**config.mk**
```make
export PLATFORM = sky130hd
export DESIGN_NAME = bba_ram
export DESIGN_NICKNAME = d
export VERILOG_FILES = /design/src/rtl/bba_ram.sv
export SDC_FILE = /design/constraint.sdc
export NUM_CORES = 1
export LEC_CHECK = 0
export ABC_AREA = 1
export BUFFER_PORTS_ARGS = -buffer_cell sky130_fd_sc_hd__buf_2
export CORE_ASPECT_RATIO = 1.1
export CORE_MARGIN = 10
export CORE_UTILIZATION = 55
export CTS_CLUSTER_DIAMETER = 30
export DETAILED_ROUTE_END_ITERATION = 10
export PLACE_DENSITY = 0.75
export SETUP_SLACK_MARGIN = 0.15
export SYNTH_ARGS = -nofsm -noshare
export SYNTH_HDL_FRONTEND = slang
export SYNTH_SLANG_ARGS = --single-unit
```
**constraint.sdc**
```tcl
create_clock -name clk_i -period 1.1 [get_ports clk_i]
set_input_delay 0.165 -clock clk_i [delete_from_list [all_inputs] [get_ports clk_i]]
set_output_delay 0.165 -clock clk_i [all_outputs]
set_load 0.005 [all_outputs]
```
**src/rtl/bba_ram.sv**
```systemverilog
// ----------------------------------------------------------------------------
// Generic single-write, single-read RAM
// One write port and one read port; the read data is registered.
// ----------------------------------------------------------------------------
module bba_ram #(
  parameter int unsigned Width = 8,
  parameter int unsigned Depth = 16
) (
  input  logic                     clk_i,
  input  logic                     we_i,
  input  logic [$clog2(Depth)-1:0] waddr_i,
  input  logic [Width-1:0]         wdata_i,
  input  logic [$clog2(Depth)-1:0] raddr_i,
  output logic [Width-1:0]         rdata_o
);

  logic [Width-1:0] mem_q [Depth];
  logic [Width-1:0] rdata_q;

  always_ff @(posedge clk_i) begin
    if (we_i) begin
      mem_q[waddr_i] <= wdata_i;
    end
    rdata_q <= mem_q[raddr_i];
  end

  assign rdata_o = rdata_q;

endmodule

```
* Yosys cells after proc, flatten, opt, wreduce, memory -nomap -nowiden *
Memory sizes are Yosys's and may differ from the RTL's. A register that Yosys moved wholly into a read port is not among the register bits.
Index checks and enable logic that the tools add are counted.

operators by class
  divide/modulo/power cells = 0
  equality and inequality tests = 0
  bitwise gates (word level) = 0
  multiply operators = 0
  magnitude comparators = 0
  muxes and demuxes = 2
  shift-type cells = 0
  $add $sub $neg = 0
  reduce and logical (&&, ||, !) cells = 0

operators by type and width
  kind              count
  2-to-1 mux 1 bit  2

word-level totals
  register bits = 0
  logic and storage cells = 3
  latch bits = 0
  memories kept = 1
  memory bits (writable) = 128
  memory bits (read-only) = 0
  input port bits = 18

memory list
  name   words  bits a word  rd ports  clocked after Yosys merged registers in  wr ports  line  source
  mem_q  16     8            1         1                                        1         17    logic [Width-1:0] mem_q [Depth];

* Longest topological paths before layout *
Gate-level depths: netlist of the first run.

  depth in word-level cells = 2
  mapped depth = 8
  mapped depth without buffers = 7

* Least setup slack after synthesis of the first run *
Ideal clock, no wire load.

  path type = input to register
  start point = input port waddr_i[3]
  end point = memory mem_q[4][0] (enable)
  setup time = 370 ps
  setup slack = -16 ps
  required time = 730 ps
  stages = 2
  path buffers = 0
  arrival = 746 ps
  cell sequence = nand3b_1 -> nor2_1

RTL lines
  element          line  source
  start, declared  11    input logic [$clog2(Depth)-1:0] waddr_i,
  end, declared    17

No word-level cell before the write port.

* Worst setup path after layout of the first run *
  start point = register rdata_q[3] (netlist: rdata_o[3]), read port of mem_q
  end point = output port rdata_o[3]

RTL lines
  element          line  source
  start, declared  18    logic [Width-1:0] rdata_q;
  end, declared    14    output logic [Width-1:0] rdata_o

No word-level cell between the ends.

==> impl_results.rst, run 1 <==
.. list-table::
   :header-rows: 1

   * - Metric
     - Value
   * - Number of remaining DRC errors
     - 0
   * - Terminus of the critical flop-to-flop path
     - rdata_o[7]
   * - Clock buffer depth
     - 2
   * - Total standard cell area after synthesis
     - 0.00577 mm2
   * - Share of final-layout standard cells stronger than drive strength 1
     - roughly a quarter
   * - Leak pwr
     - approximately 3.1 nW
   * - Sequential power share
     - ~46%
   * - GRT met3 Usage
     - under 10%
   * - Result of the run
     - finished clean
   * - Post-synthesis async set-or-reset flop share
     - 0%
   * - Final max-slew violation count
     - 0
   * - Final hold viol count
     - 0
   * - Final total power
     - 12.8 mW
   * - Number of placed instances, taps included
     - ~700
   * - Clock latency of the later-clocked register in the worst-skew pair
     - roughly 0.43 ns
   * - Core area
     - ~0.010 mm2
   * - Initial core utilization
     - between 50% and 60%
   * - Register clock-pin slew on the reported worst setup and hold paths
     - ~0.06 ns
   * - Critical path data arrival time
     - a little under 0.9 ns
   * - TritonCTS clock tree
     - yes
   * - Hold path start
     - raddr_i[3]
   * - Post-synthesis register bit count
     - roughly 140
   * - Root cell of the clock tree
     - clkbuf_16
   * - Number of different library cells in the post-synthesis netlist
     - 12
   * - Met2 usage in global routing
     - about 32%
   * - Detailed Place HPWL
     - around 8.2 mm
   * - Max Clk Rate
     - around 0.97 GHz
   * - Number of buffer and inverter instances along the worst setup path
     - 1
   * - Maximum capacitance violations
     - 0
   * - Cell taking the most area after synthesis
     - edfxtp_1
   * - Via Count
     - 3935
   * - Inserted Diodes
     - 0
   * - Cell with the largest stage delay on the worst path
     - dfxtp_2
   * - DRT iter0 DRCs
     - 405
   * - Accumulated negative setup slack
     - 0 ns
   * - Wire length of the first global-routing pass
     - between 20 and 25 mm
   * - Detailed-route wire length
     - ~14 mm
   * - Finished Layout Cells
     - around 750
   * - Overall die height
     - around 130 um
   * - Synth-to-layout area growth
     - 23.6%
   * - Critical Path Sink Type
     - output pin
   * - Final setup violation count
     - 0
   * - Switching fraction of total power
     - around 22%
   * - Unrepaired setup endpoints after global routing
     - yes
   * - Power per unit of standard cell area
     - ~1800 mW/mm2
   * - Residual overflow from global routing
     - 0
   * - M1 GR Usage
     - a little over a fifth
   * - Ratio of final minimum period to clock period
     - a little over nine tenths
   * - GP Congestion
     - roughly 0.88
   * - Sink Count
     - 136
   * - Worst slack on hold paths
     - approximately 0.11 ns
   * - Gate count after technology mapping
     - 551
   * - Port Buffer Count
     - 25
   * - Count of H-tree levels built during CTS
     - 4
   * - Shortest period the worst path allows
     - between 1 and 1.5 ns
   * - Largest net degree at the start of global routing
     - between 50 and 60
   * - Worst voltage drop across the vdd grid
     - about 0.0015 V
   * - Net switching component of the power
     - about 2.8 mW
   * - Start of the worst register-to-register path
     - mem_q[4][7]
   * - Critical path class
     - flip-flop to output pin
   * - Peak per-stage delay on the critical path
     - about 0.33 ns
   * - Number of nets still failing antenna checks after routing
     - 0
   * - R2R depth
     - 6
   * - Final Net Count
     - slightly above 600
   * - Sort of element at the start of the critical path
     - flip-flop
   * - Data required time of the critical path
     - between 0.9 and 1 ns
   * - Worst Hold End
     - rdata_o[6]
   * - Die outline area
     - about 0.015 mm2
   * - Via density per instance
     - around 5.2
   * - Cells on Worst Hold Path
     - 3
   * - Peak fanout along the critical path
     - 1
   * - X dimension of the die
     - 118 um
   * - Register-to-register setup slack
     - around 0.14 ns
   * - CTS buffer count
     - 17
   * - Worst hold path type
     - input pin to flip-flop
   * - Core Rows
     - 39
   * - Pint
     - ~10 mW
   * - Number of detailed-routing iterations run before antenna repair
     - 5
   * - Post-synth EDFFs
     - 128
   * - Synthesized net count
     - ~570
   * - Vias in the first global route
     - 4002
   * - Commonest cells in the synthesized netlist
     - nand2_1, edfxtp_1, inv_1, nand3_1, nor2_1
   * - Ordered cell list for the critical path
     - buf_6
   * - Share of synthesized area occupied by flip-flops and latches
     - 69.4%
   * - Proportion of power drawn by the clock network
     - 47.5%
   * - Layer with the highest usage
     - met2
   * - Average instance area after synthesis
     - approximately 10 um2
   * - Post-route cell area
     - about 0.007 mm2
   * - Family with the most delay on the worst path
     - flip-flops
   * - Number of hold buffers added after CTS
     - 0
   * - Antenna violations before repair
     - 0
   * - Number of warnings reported in the yosys synthesis log
     - 0
   * - Commonest register cell after synthesis
     - edfxtp_1
   * - Detail-routed net length per standard cell
     - about 18 um
   * - Fraction of synthesized cell area taken by the top area cell type
     - between 60% and 70%
   * - Global-route usage over all layers
     - between 15 and 20%
   * - Most frequent cell after synthesis
     - nand2_1
   * - Logic gate share of total power
     - under 10%
   * - Count of boundary I/O pins
     - 26
   * - Largest cells by area after synthesis
     - edfxtp_1, nand2_1, nand3_1, inv_1, dfxtp_1
   * - Post-detailed-placement cell area
     - roughly 0.0062 mm2
   * - Post-CTS setup buffer count
     - 0
   * - Max-slew headroom
     - 71.1%
   * - Worst Skew
     - between 0.005 and 0.006 ns
   * - Least-Margin Pin Slew
     - 0.433 ns
==> state kept, by name, indices dropped and copies added, names as in the netlist <==
| register | flops |
|---|---|
| rdata_o | 8 |
| mem_q | 128 |
==> placed cells by master (no fill, tap or decap), drive strengths merged <==
cell type	count
buf	50
bufinv	4
clkbuf	19
clkinv	4
clkinvlp	3
dfxtp	8
edfxtp	128
inv	104
nand2	173
nand3	97
nand3b	2
nor2	17
==> timing repair <==
item	in CTS	in global routing
gates resized for setup	33	31
endpoints found under the hold margin	0	0
pin swaps	5	20
endpoints found under the setup margin	16	16
==> cells by family (layout without fill, tap and decap cells) <==
kind of cell	after synthesis	count (layout)	synth area share, %
and+or+nand+nor	289	289	21.0
DFF	136	136	69.4
buffers and inverters	126	184	9.52
==> metal layers <==
| metal | part of all wire, % | up-vias | routed length, um |
|---|---|---|---|
| met1 | 38 | 1863 | 5180 |
| li1 | - | 1861 | - |
| met5 | 0 | - | 0 |
| met4 | 2.1 | 0 | 283 |
| met2 | 52 | 183 | 7160 |
| met3 | 7.8 | 28 | 1060 |
==> metrics by stage <==
| stage | setup slack (ns) | utilization, % |
|---|---|---|
| floorplan | 0.0614 | - |
| global placement | -0.138 | 60.3 |
| detailed placement | -0.149 | 60.3 |
| CTS | 0.0596 | 67.8 |
| global route | 0.0466 | 69.2 |
| finish | 0.0660 | 69.2 |
==> final cells by class <==
| class | count | area [um2] |
|---|---|---|
| Timing Repair Buffer | 50 | 400 |
| Inverter | 102 | 383 |
| Clock inverter | 13 | 195 |
| Fill cell | 697 | 3170 |
| Tap cell | 143 | 179 |
| Clock buffer | 19 | 443 |
| Sequential cell | 136 | 4010 |
| Multi-Input combinational cell | 289 | 1520 |
==> power by group through the flow <==
stage | sequential (mW) | combinational (mW) | clock [mW]
after floorplan | 5.93 | 0.422 | 0
after global placement | 5.93 | 0.739 | 0
after detailed placement | 5.94 | 0.752 | 0
after CTS | 5.84 | 0.809 | 6.09
after global routing | 5.85 | 0.940 | 6.32
final | 5.84 | 0.864 | 6.05
==> worst max-delay path by stage <==
stage	from	end	slack [ns]	depth (start not counted)
final	rdata_o[3]	rdata_o[3]	0.07	1
after global routing	rdata_o[3]	rdata_o[3]	0.05	1
after CTS	rdata_o[7]	rdata_o[7]	0.06	1
after detailed placement	waddr_i[0]	mem_q[12][3]	-0.15	4
after global placement	waddr_i[1]	mem_q[1][7]	-0.14	5
after floorplan	waddr_i[2]	mem_q[10][0]	0.06	2
Power figures use the tool's default switching activity.
==> run 2, diff against run 1 <==
- ABC_AREA: 1 -> default
- CORE_UTILIZATION: 55 -> 54
- PLACE_DENSITY: 0.75 -> 0.74
==> impl_results.rst, run 2 <==
.. list-table::
   :header-rows: 1

   * - Metric
     - Value
   * - Result of the run
     - finished, violations left
   * - Violations in the final reports
     - setup timing
   * - Share of synthesized area occupied by flip-flops and latches
     - 77.8%
   * - Vias in the first global route
     - roughly 2600
   * - Leak pwr
     - 2.16 nW
   * - Share of synthesized cell area in and, or, nand and nor gates
     - between 3 and 4%
   * - Post-Route Utilization
     - about 69%
   * - Finished Layout Cells
     - between 400 and 500
   * - Gate count after technology mapping
     - 229
   * - Core area
     - roughly 0.0094 mm2
   * - Share of final-layout standard cells stronger than drive strength 1
     - about half
   * - Average instance area after synthesis
     - roughly 22 um2
   * - Number of detailed-routing iterations run before antenna repair
     - 4
   * - Synthesized net count
     - roughly 250
   * - Commonest register cell after synthesis
     - edfxtp_1
   * - Detailed-route wire length
     - 10.6 mm
   * - Detailed Place HPWL
     - between 6 and 7 mm
   * - Final total power
     - ~12 mW
   * - Inserted Diodes
     - 0
   * - Initial core utilization
     - 55.0%
   * - Post-route worst setup slack
     - -0.254 ns
   * - Final Net Count
     - 313
   * - Residual overflow from global routing
     - 0
   * - Post-synthesis register bit count
     - approximately 140
   * - Fraction of synthesized cell area taken by the top area cell type
     - ~75%
   * - Register-to-register setup slack
     - -0.25 ns
   * - Least-Margin Pin Slew
     - roughly 0.87 ns
   * - Max-slew headroom
     - around 42%
   * - Count of H-tree levels built during CTS
     - 4
   * - Wire length of the first global-routing pass
     - between 15 and 20 mm
   * - Post-synth EDFFs
     - ~130
   * - Worst hold path type
     - input pin to flip-flop
   * - Via density per instance
     - about 5.9
   * - Sink Count
     - ~140
   * - Terminus of the critical flop-to-flop path
     - rdata_o[6]
   * - Core Rows
     - 37
   * - Register clock-pin slew on the reported worst setup and hold paths
     - about 0.060 ns
   * - Power per unit of standard cell area
     - roughly 1800 mW/mm2
   * - Critical path data arrival time
     - 1.75 ns
   * - Largest cells by area after synthesis
     - edfxtp_1, mux4_2, mux4_1, dfxtp_1, a22oi_1
   * - Most used cells in the layout excluding fill and tap cells
     - edfxtp_1, mux4_2, buf_2, buf_12, clkbuf_16
   * - Critical Path Sink Type
     - flip-flop
   * - Antenna violations before repair
     - 0
   * - X dimension of the die
     - 113 um
   * - Via Count
     - approximately 2500
   * - Number of nets still failing antenna checks after routing
     - 0
   * - Shortest period the worst path allows
     - 1.35 ns
   * - Global-route usage over all layers
     - approximately 16%
   * - Register bank with the most flops
     - mem_q
   * - Maximum capacitance violations
     - 0
   * - GP Congestion
     - between 0.7 and 0.8
   * - Unrepaired setup endpoints after global routing
     - yes
   * - Final setup violation count
     - 11
   * - Number of placed instances, taps included
     - roughly 390
   * - Commonest non-fill, non-tap cell in the layout
     - edfxtp_1
   * - Data required time of the critical path
     - roughly 1.5 ns
   * - Start of the worst register-to-register path
     - mem_q[3][6]
   * - Commonest cells in the synthesized netlist
     - edfxtp_1, mux4_2, a22oi_1, mux4_1, nor2_1
   * - CTS buffer count
     - 17
   * - Final max-slew violation count
     - 0
   * - Synth-to-layout area growth
     - 25.8%
   * - Post-synthesis adder-cell area fraction
     - 0%
   * - Overall die height
     - around 120 um
   * - Share of the synthesized netlist area taken by xor and xnor gates
     - 0%
   * - Worst Skew
     - roughly 0.0070 ns
   * - Number of different library cells in the post-synthesis netlist
     - 19
   * - Accumulated negative setup slack
     - -1.64 ns
   * - Proportion of synthesized area in mux cells
     - 15.0%
   * - Sort of element at the start of the critical path
     - flip-flop
   * - Detail-routed net length per standard cell
     - around 25 um
   * - Number of remaining DRC errors
     - 0
   * - Root cell of the clock tree
     - clkbuf_8
   * - Most frequent cell after synthesis
     - edfxtp_1
   * - Port Buffer Count
     - 25
   * - Critical path class
     - flip-flop to flip-flop
   * - Peak fanout along the critical path
     - 1
   * - Largest net degree at the start of global routing
     - 18
   * - R2R depth
     - 4
   * - Cell taking the most area after synthesis
     - edfxtp_1
   * - DRT iter0 DRCs
     - about 200
   * - Ratio of final minimum period to clock period
     - 123%
   * - Worst Hold End
     - mem_q[0][7]
   * - Number of flip-flops in the largest register
     - approximately 130
   * - Complex-gate fraction of the synthesized area
     - about 2.3%
   * - Count of boundary I/O pins
     - 26
   * - Total standard cell area after synthesis
     - roughly 0.0051 mm2
   * - Combinational family with the most area after synthesis
     - multiplexers
   * - Die outline area
     - between 0.01 and 0.015 mm2
   * - Worst voltage drop across the vdd grid
     - 0.00144 V
   * - TritonCTS clock tree
     - yes
   * - Hold path start
     - wdata_i[7]
   * - Number of hold buffers added after CTS
     - 0
   * - Number of warnings reported in the yosys synthesis log
     - 0
   * - Clock latency of the later-clocked register in the worst-skew pair
     - roughly 0.5 ns
   * - Max Clk Rate
     - 0.738 GHz
   * - Post-CTS setup buffer count
     - 0
   * - Post-synthesis async set-or-reset flop share
     - 0%
   * - Cells on Worst Hold Path
     - 1
   * - Final hold viol count
     - 0
   * - Clock buffer depth
     - 2
run 2: cell types whose count changed in the layout (fill, tap and decap cells not counted), moves of 9 or more:
cell,change
a22oi_1,+13
nand3_1,-50
buf_12,+13
nand3_2,-45
nand2_1,-161
mux4_2,+32
inv_1,-98
nor2_2,-9
run 2: cell type report:
class	instances	area, um2
fill	569	2880
multi-input combinational	83	1150
sequential	136	4010
clock inverter	12	101
timing repair buffer	57	616
clock buffer	20	455
tap	117	146
run 2: worst max-delay path by stage:
stage	startpoint	end	slack [ns]	depth (start not counted)
2_1_floorplan	waddr_i[2]	mem_q[0][0]	-0.17	2
3_3_place_gp	raddr_i[0]	rdata_o[6]	-0.44	6
3_5_place_dp	raddr_i[0]	rdata_o[1]	-0.46	5
4_1_cts	mem_q[3][6]	rdata_o[6]	-0.26	4
5_1_grt	mem_q[3][6]	rdata_o[6]	-0.30	4
6_report	mem_q[3][6]	rdata_o[6]	-0.25	4
run 2: per-layer routing:
layer  part of all wire [%]  wire length (um)  vias up  global-route usage [%]
li1                       -                 -     1096                       -
met1                     39              4150     1301                    20.0
met2                     53              5620       87                    26.3
met3                    5.9               629       13                    4.20
met4                    1.6               170        0                    8.02
met5                      0                 0        -                       0
run 2: metrics by stage:
step | instance area [um2] | setup WS, ns | hold WS [ns]
6_report | 6470 | -0.254 | 0.0184
5_1_grt | 6470 | -0.304 | 0.0236
4_1_cts | 6450 | -0.257 | 0.00907
3_5_place_dp | 5870 | -0.460 | 0.550
3_3_place_gp | 5870 | -0.442 | 0.541
2_1_floorplan | 5260 | -0.168 | 0.264
run 2: logic make-up (layout without fill, tap and decap cells):
| logic type | Yosys count | count (layout) |
|---|---|---|
| and+or+nand+nor | 35 | 35 |
| buffers and inverters | 10 | 89 |
| DFF | 136 | 136 |
| AOI/OAI and AO/OA | 16 | 16 |
| muxes | 32 | 32 |
run 2: power by group:
group	switching [mW]	internal (mW)
Combinational	0.358	0.334
Sequential	0.0391	5.80
Clock	2.03	3.16
Total	2.43	9.29
run 2: worst max-delay path, cell delays in order, from the launching register on:
cell	delay (ns)
edfxtp_1	0.37
mux4_2	0.49
a22oi_2	0.18
buf_4	0.15
nand2_2	0.05
run 2: timing repair:
action	4_1_cts	5_1_grt
pin swaps	1	0
setup endpoints to repair	16	16
resized for setup	8	6
hold endpoints to repair	0	0
==> run 3, diff against run 2 <==
- CORE_UTILIZATION: 54 -> 43
- MAX_ROUTING_LAYER: default -> met4
- PLACE_DENSITY: 0.74 -> default
- TNS_END_PERCENT: default -> 50
==> impl_results.rst, run 3 (synthesized netlist as in run 2, its figures left out) <==
.. list-table::
   :header-rows: 1

   * - Metric
     - Value
   * - Result of the run
     - finished, violations left
   * - Violations in the final reports
     - setup timing
   * - Number of flip-flops in the largest register
     - between 100 and 150
   * - Final hold viol count
     - 0
   * - Number of detailed-routing iterations run before antenna repair
     - 8
   * - Worst hold path type
     - input pin to flip-flop
   * - Peak per-stage delay on the critical path
     - approximately 0.48 ns
   * - Largest net degree at the start of global routing
     - 17
   * - Core area
     - 0.0116 mm2
   * - Number of buffer and inverter instances along the worst setup path
     - 1
   * - Inserted Diodes
     - 0
   * - Vias in the first global route
     - 2732
   * - X dimension of the die
     - roughly 120 um
   * - Shortest period the worst path allows
     - between 1 and 1.5 ns
   * - Sort of element at the start of the critical path
     - flip-flop
   * - Port Buffer Count
     - 25
   * - Sink Count
     - around 140
   * - Root cell of the clock tree
     - clkbuf_16
   * - Critical path class
     - flip-flop to flip-flop
   * - Final max-slew violation count
     - 0
   * - Wire length of the first global-routing pass
     - ~16 mm
   * - Via density per instance
     - between 5 and 6
   * - Final Net Count
     - 321
   * - Critical Path Sink Type
     - flip-flop
   * - Antenna violations before repair
     - 0
   * - Routed length on met1
     - 4.50 mm
   * - Register clock-pin slew on the reported worst setup and hold paths
     - about 0.060 ns
   * - GP Congestion
     - between 0.7 and 0.8
   * - Count of H-tree levels built during CTS
     - 4
   * - Highest signal layer in the routed design
     - met4
   * - DR WL met2
     - 5.26 mm
   * - Least-Margin Pin Slew
     - 0.933 ns
   * - Core Rows
     - roughly 40
   * - Number of hold buffers added after CTS
     - 0
   * - Final total power
     - ~12 mW
   * - Number of nets still failing antenna checks after routing
     - 0
   * - CTS buffer count
     - 17
   * - Ordered cell list for the critical path
     - mux4_2 -> a22oi_2 -> buf_4 -> nand2_2
   * - Ratio of final minimum period to clock period
     - 126%
   * - Commonest non-fill, non-tap cell in the layout
     - edfxtp_1
   * - Finished Layout Cells
     - roughly 470
   * - Worst slack on hold paths
     - between 0.15 and 0.2 ns
   * - Peak fanout along the critical path
     - 1
   * - Clock latency of the later-clocked register in the worst-skew pair
     - 0.40 ns
   * - # fillers
     - approximately 900
   * - Register bank with the most flops
     - mem_q
   * - Worst Skew
     - ~0.0076 ns
   * - Family with the most delay on the worst path
     - multiplexers
   * - Clock buffer depth
     - 2
   * - Maximum capacitance violations
     - 0
   * - Detail-routed net length per standard cell
     - ~22 um
   * - Power per unit of standard cell area
     - approximately 1800 mW/mm2
   * - Unrepaired setup endpoints after global routing
     - yes
   * - Data required time of the critical path
     - approximately 1.4 ns
   * - Global-route usage over all layers
     - between 10% and 20%
   * - Cell with the largest stage delay on the worst path
     - mux4_2
   * - Detailed-route wire length
     - 10.2 mm
   * - Placement-stage worst setup slack
     - -0.512 ns
   * - Leak pwr
     - 2.16 nW
   * - Die outline area
     - between 0.015 and 0.02 mm2
   * - Count of boundary I/O pins
     - 26
   * - Detailed-routed wire length on met3
     - 327 um
   * - DRT iter0 DRCs
     - 274
   * - TritonCTS clock tree
     - yes
   * - Final setup violation count
     - 8
   * - Residual overflow from global routing
     - 0
   * - Most used cells in the layout excluding fill and tap cells
     - edfxtp_1, mux4_2, buf_4, buf_2, clkbuf_16
   * - Max-slew headroom
     - 37.5%
   * - Via Count
     - between 2000 and 2500
   * - Detailed Place HPWL
     - a little under 7 mm
   * - Initial core utilization
     - between 40 and 50%
   * - Overall die height
     - between 100 and 150 um
   * - Max Clk Rate
     - ~0.72 GHz
   * - Synth-to-layout area growth
     - 24.4%
   * - Post-route worst setup slack
     - -0.289 ns
   * - Number of remaining DRC errors
     - 0
   * - Number of placed instances, taps included
     - 433
   * - Critical path data arrival time
     - about 1.7 ns
   * - Share of final-layout standard cells stronger than drive strength 1
     - between 40% and 50%
   * - Worst voltage drop across the vdd grid
     - 0.000988 V
## run 3: through the flow
step	utilization [%]	setup TNS, ns	area (um2)
2_1_floorplan	-	-9.40	5190
3_5_place_dp	50.0	-27.37	5790
3_3_place_gp	50.0	-25.23	5790
5_1_grt	55.2	-2.16	6400
6_report	55.2	-1.73	6400
4_1_cts	54.9	-1.75	6360
## run 3: timing repair
| item | CTS | global route |
|---|---|---|
| gates resized for setup | 9 | 8 |
| pin swaps | 2 | 1 |
| setup buffers | 0 | 1 |
| setup endpoints to repair | 32 | 48 |
| cloned | 0 | 0 |
## run 3: worst paths after layout
kind / to / slack [ns] / depth (start not counted) / from
worst max-delay path: rdata_o[4] / -0.29 / 4 / mem_q[3][4]
worst min-delay path: mem_q[7][3] / 0.15 / 1 / wdata_i[3]
worst max register to register: rdata_o[4] / -0.29 / 4 / mem_q[3][4]
worst min register to register: rdata_o[6] / 0.67 / 3 / mem_q[14][6]
## run 3: final cells by class
cell class | instances | area, um2 | share of cell area, %
timing repair buffer | 65 | 574 | 8.97
clock inverter | 11 | 108 | 1.68
tap | 150 | 188 | 2.93
sequential | 136 | 4010 | 62.6
clock buffer | 20 | 437 | 6.82
multi-input combinational | 83 | 1090 | 17.0
## run 3: worst register-to-register path: stages (launching register included)
cell,delay (ns)
edfxtp_1,0.37
mux4_2,0.48
a22oi_2,0.23
buf_4,0.16
nand2_2,0.04
## run 3: per-layer routing
metal  GRT usage [%]  up-vias
met5               -        -
met3            2.94        7
li1                -     1108
met4            5.25        0
met2            21.0       50
met1            15.8     1320
## run 3: power breakdown
part           leakage [nW]  internal, mW  total [mW]  switching, mW
logic                 0.676         0.319       0.656          0.338
clock network         0.264          3.28        5.22           1.94
registers              1.22          5.80        5.83         0.0356
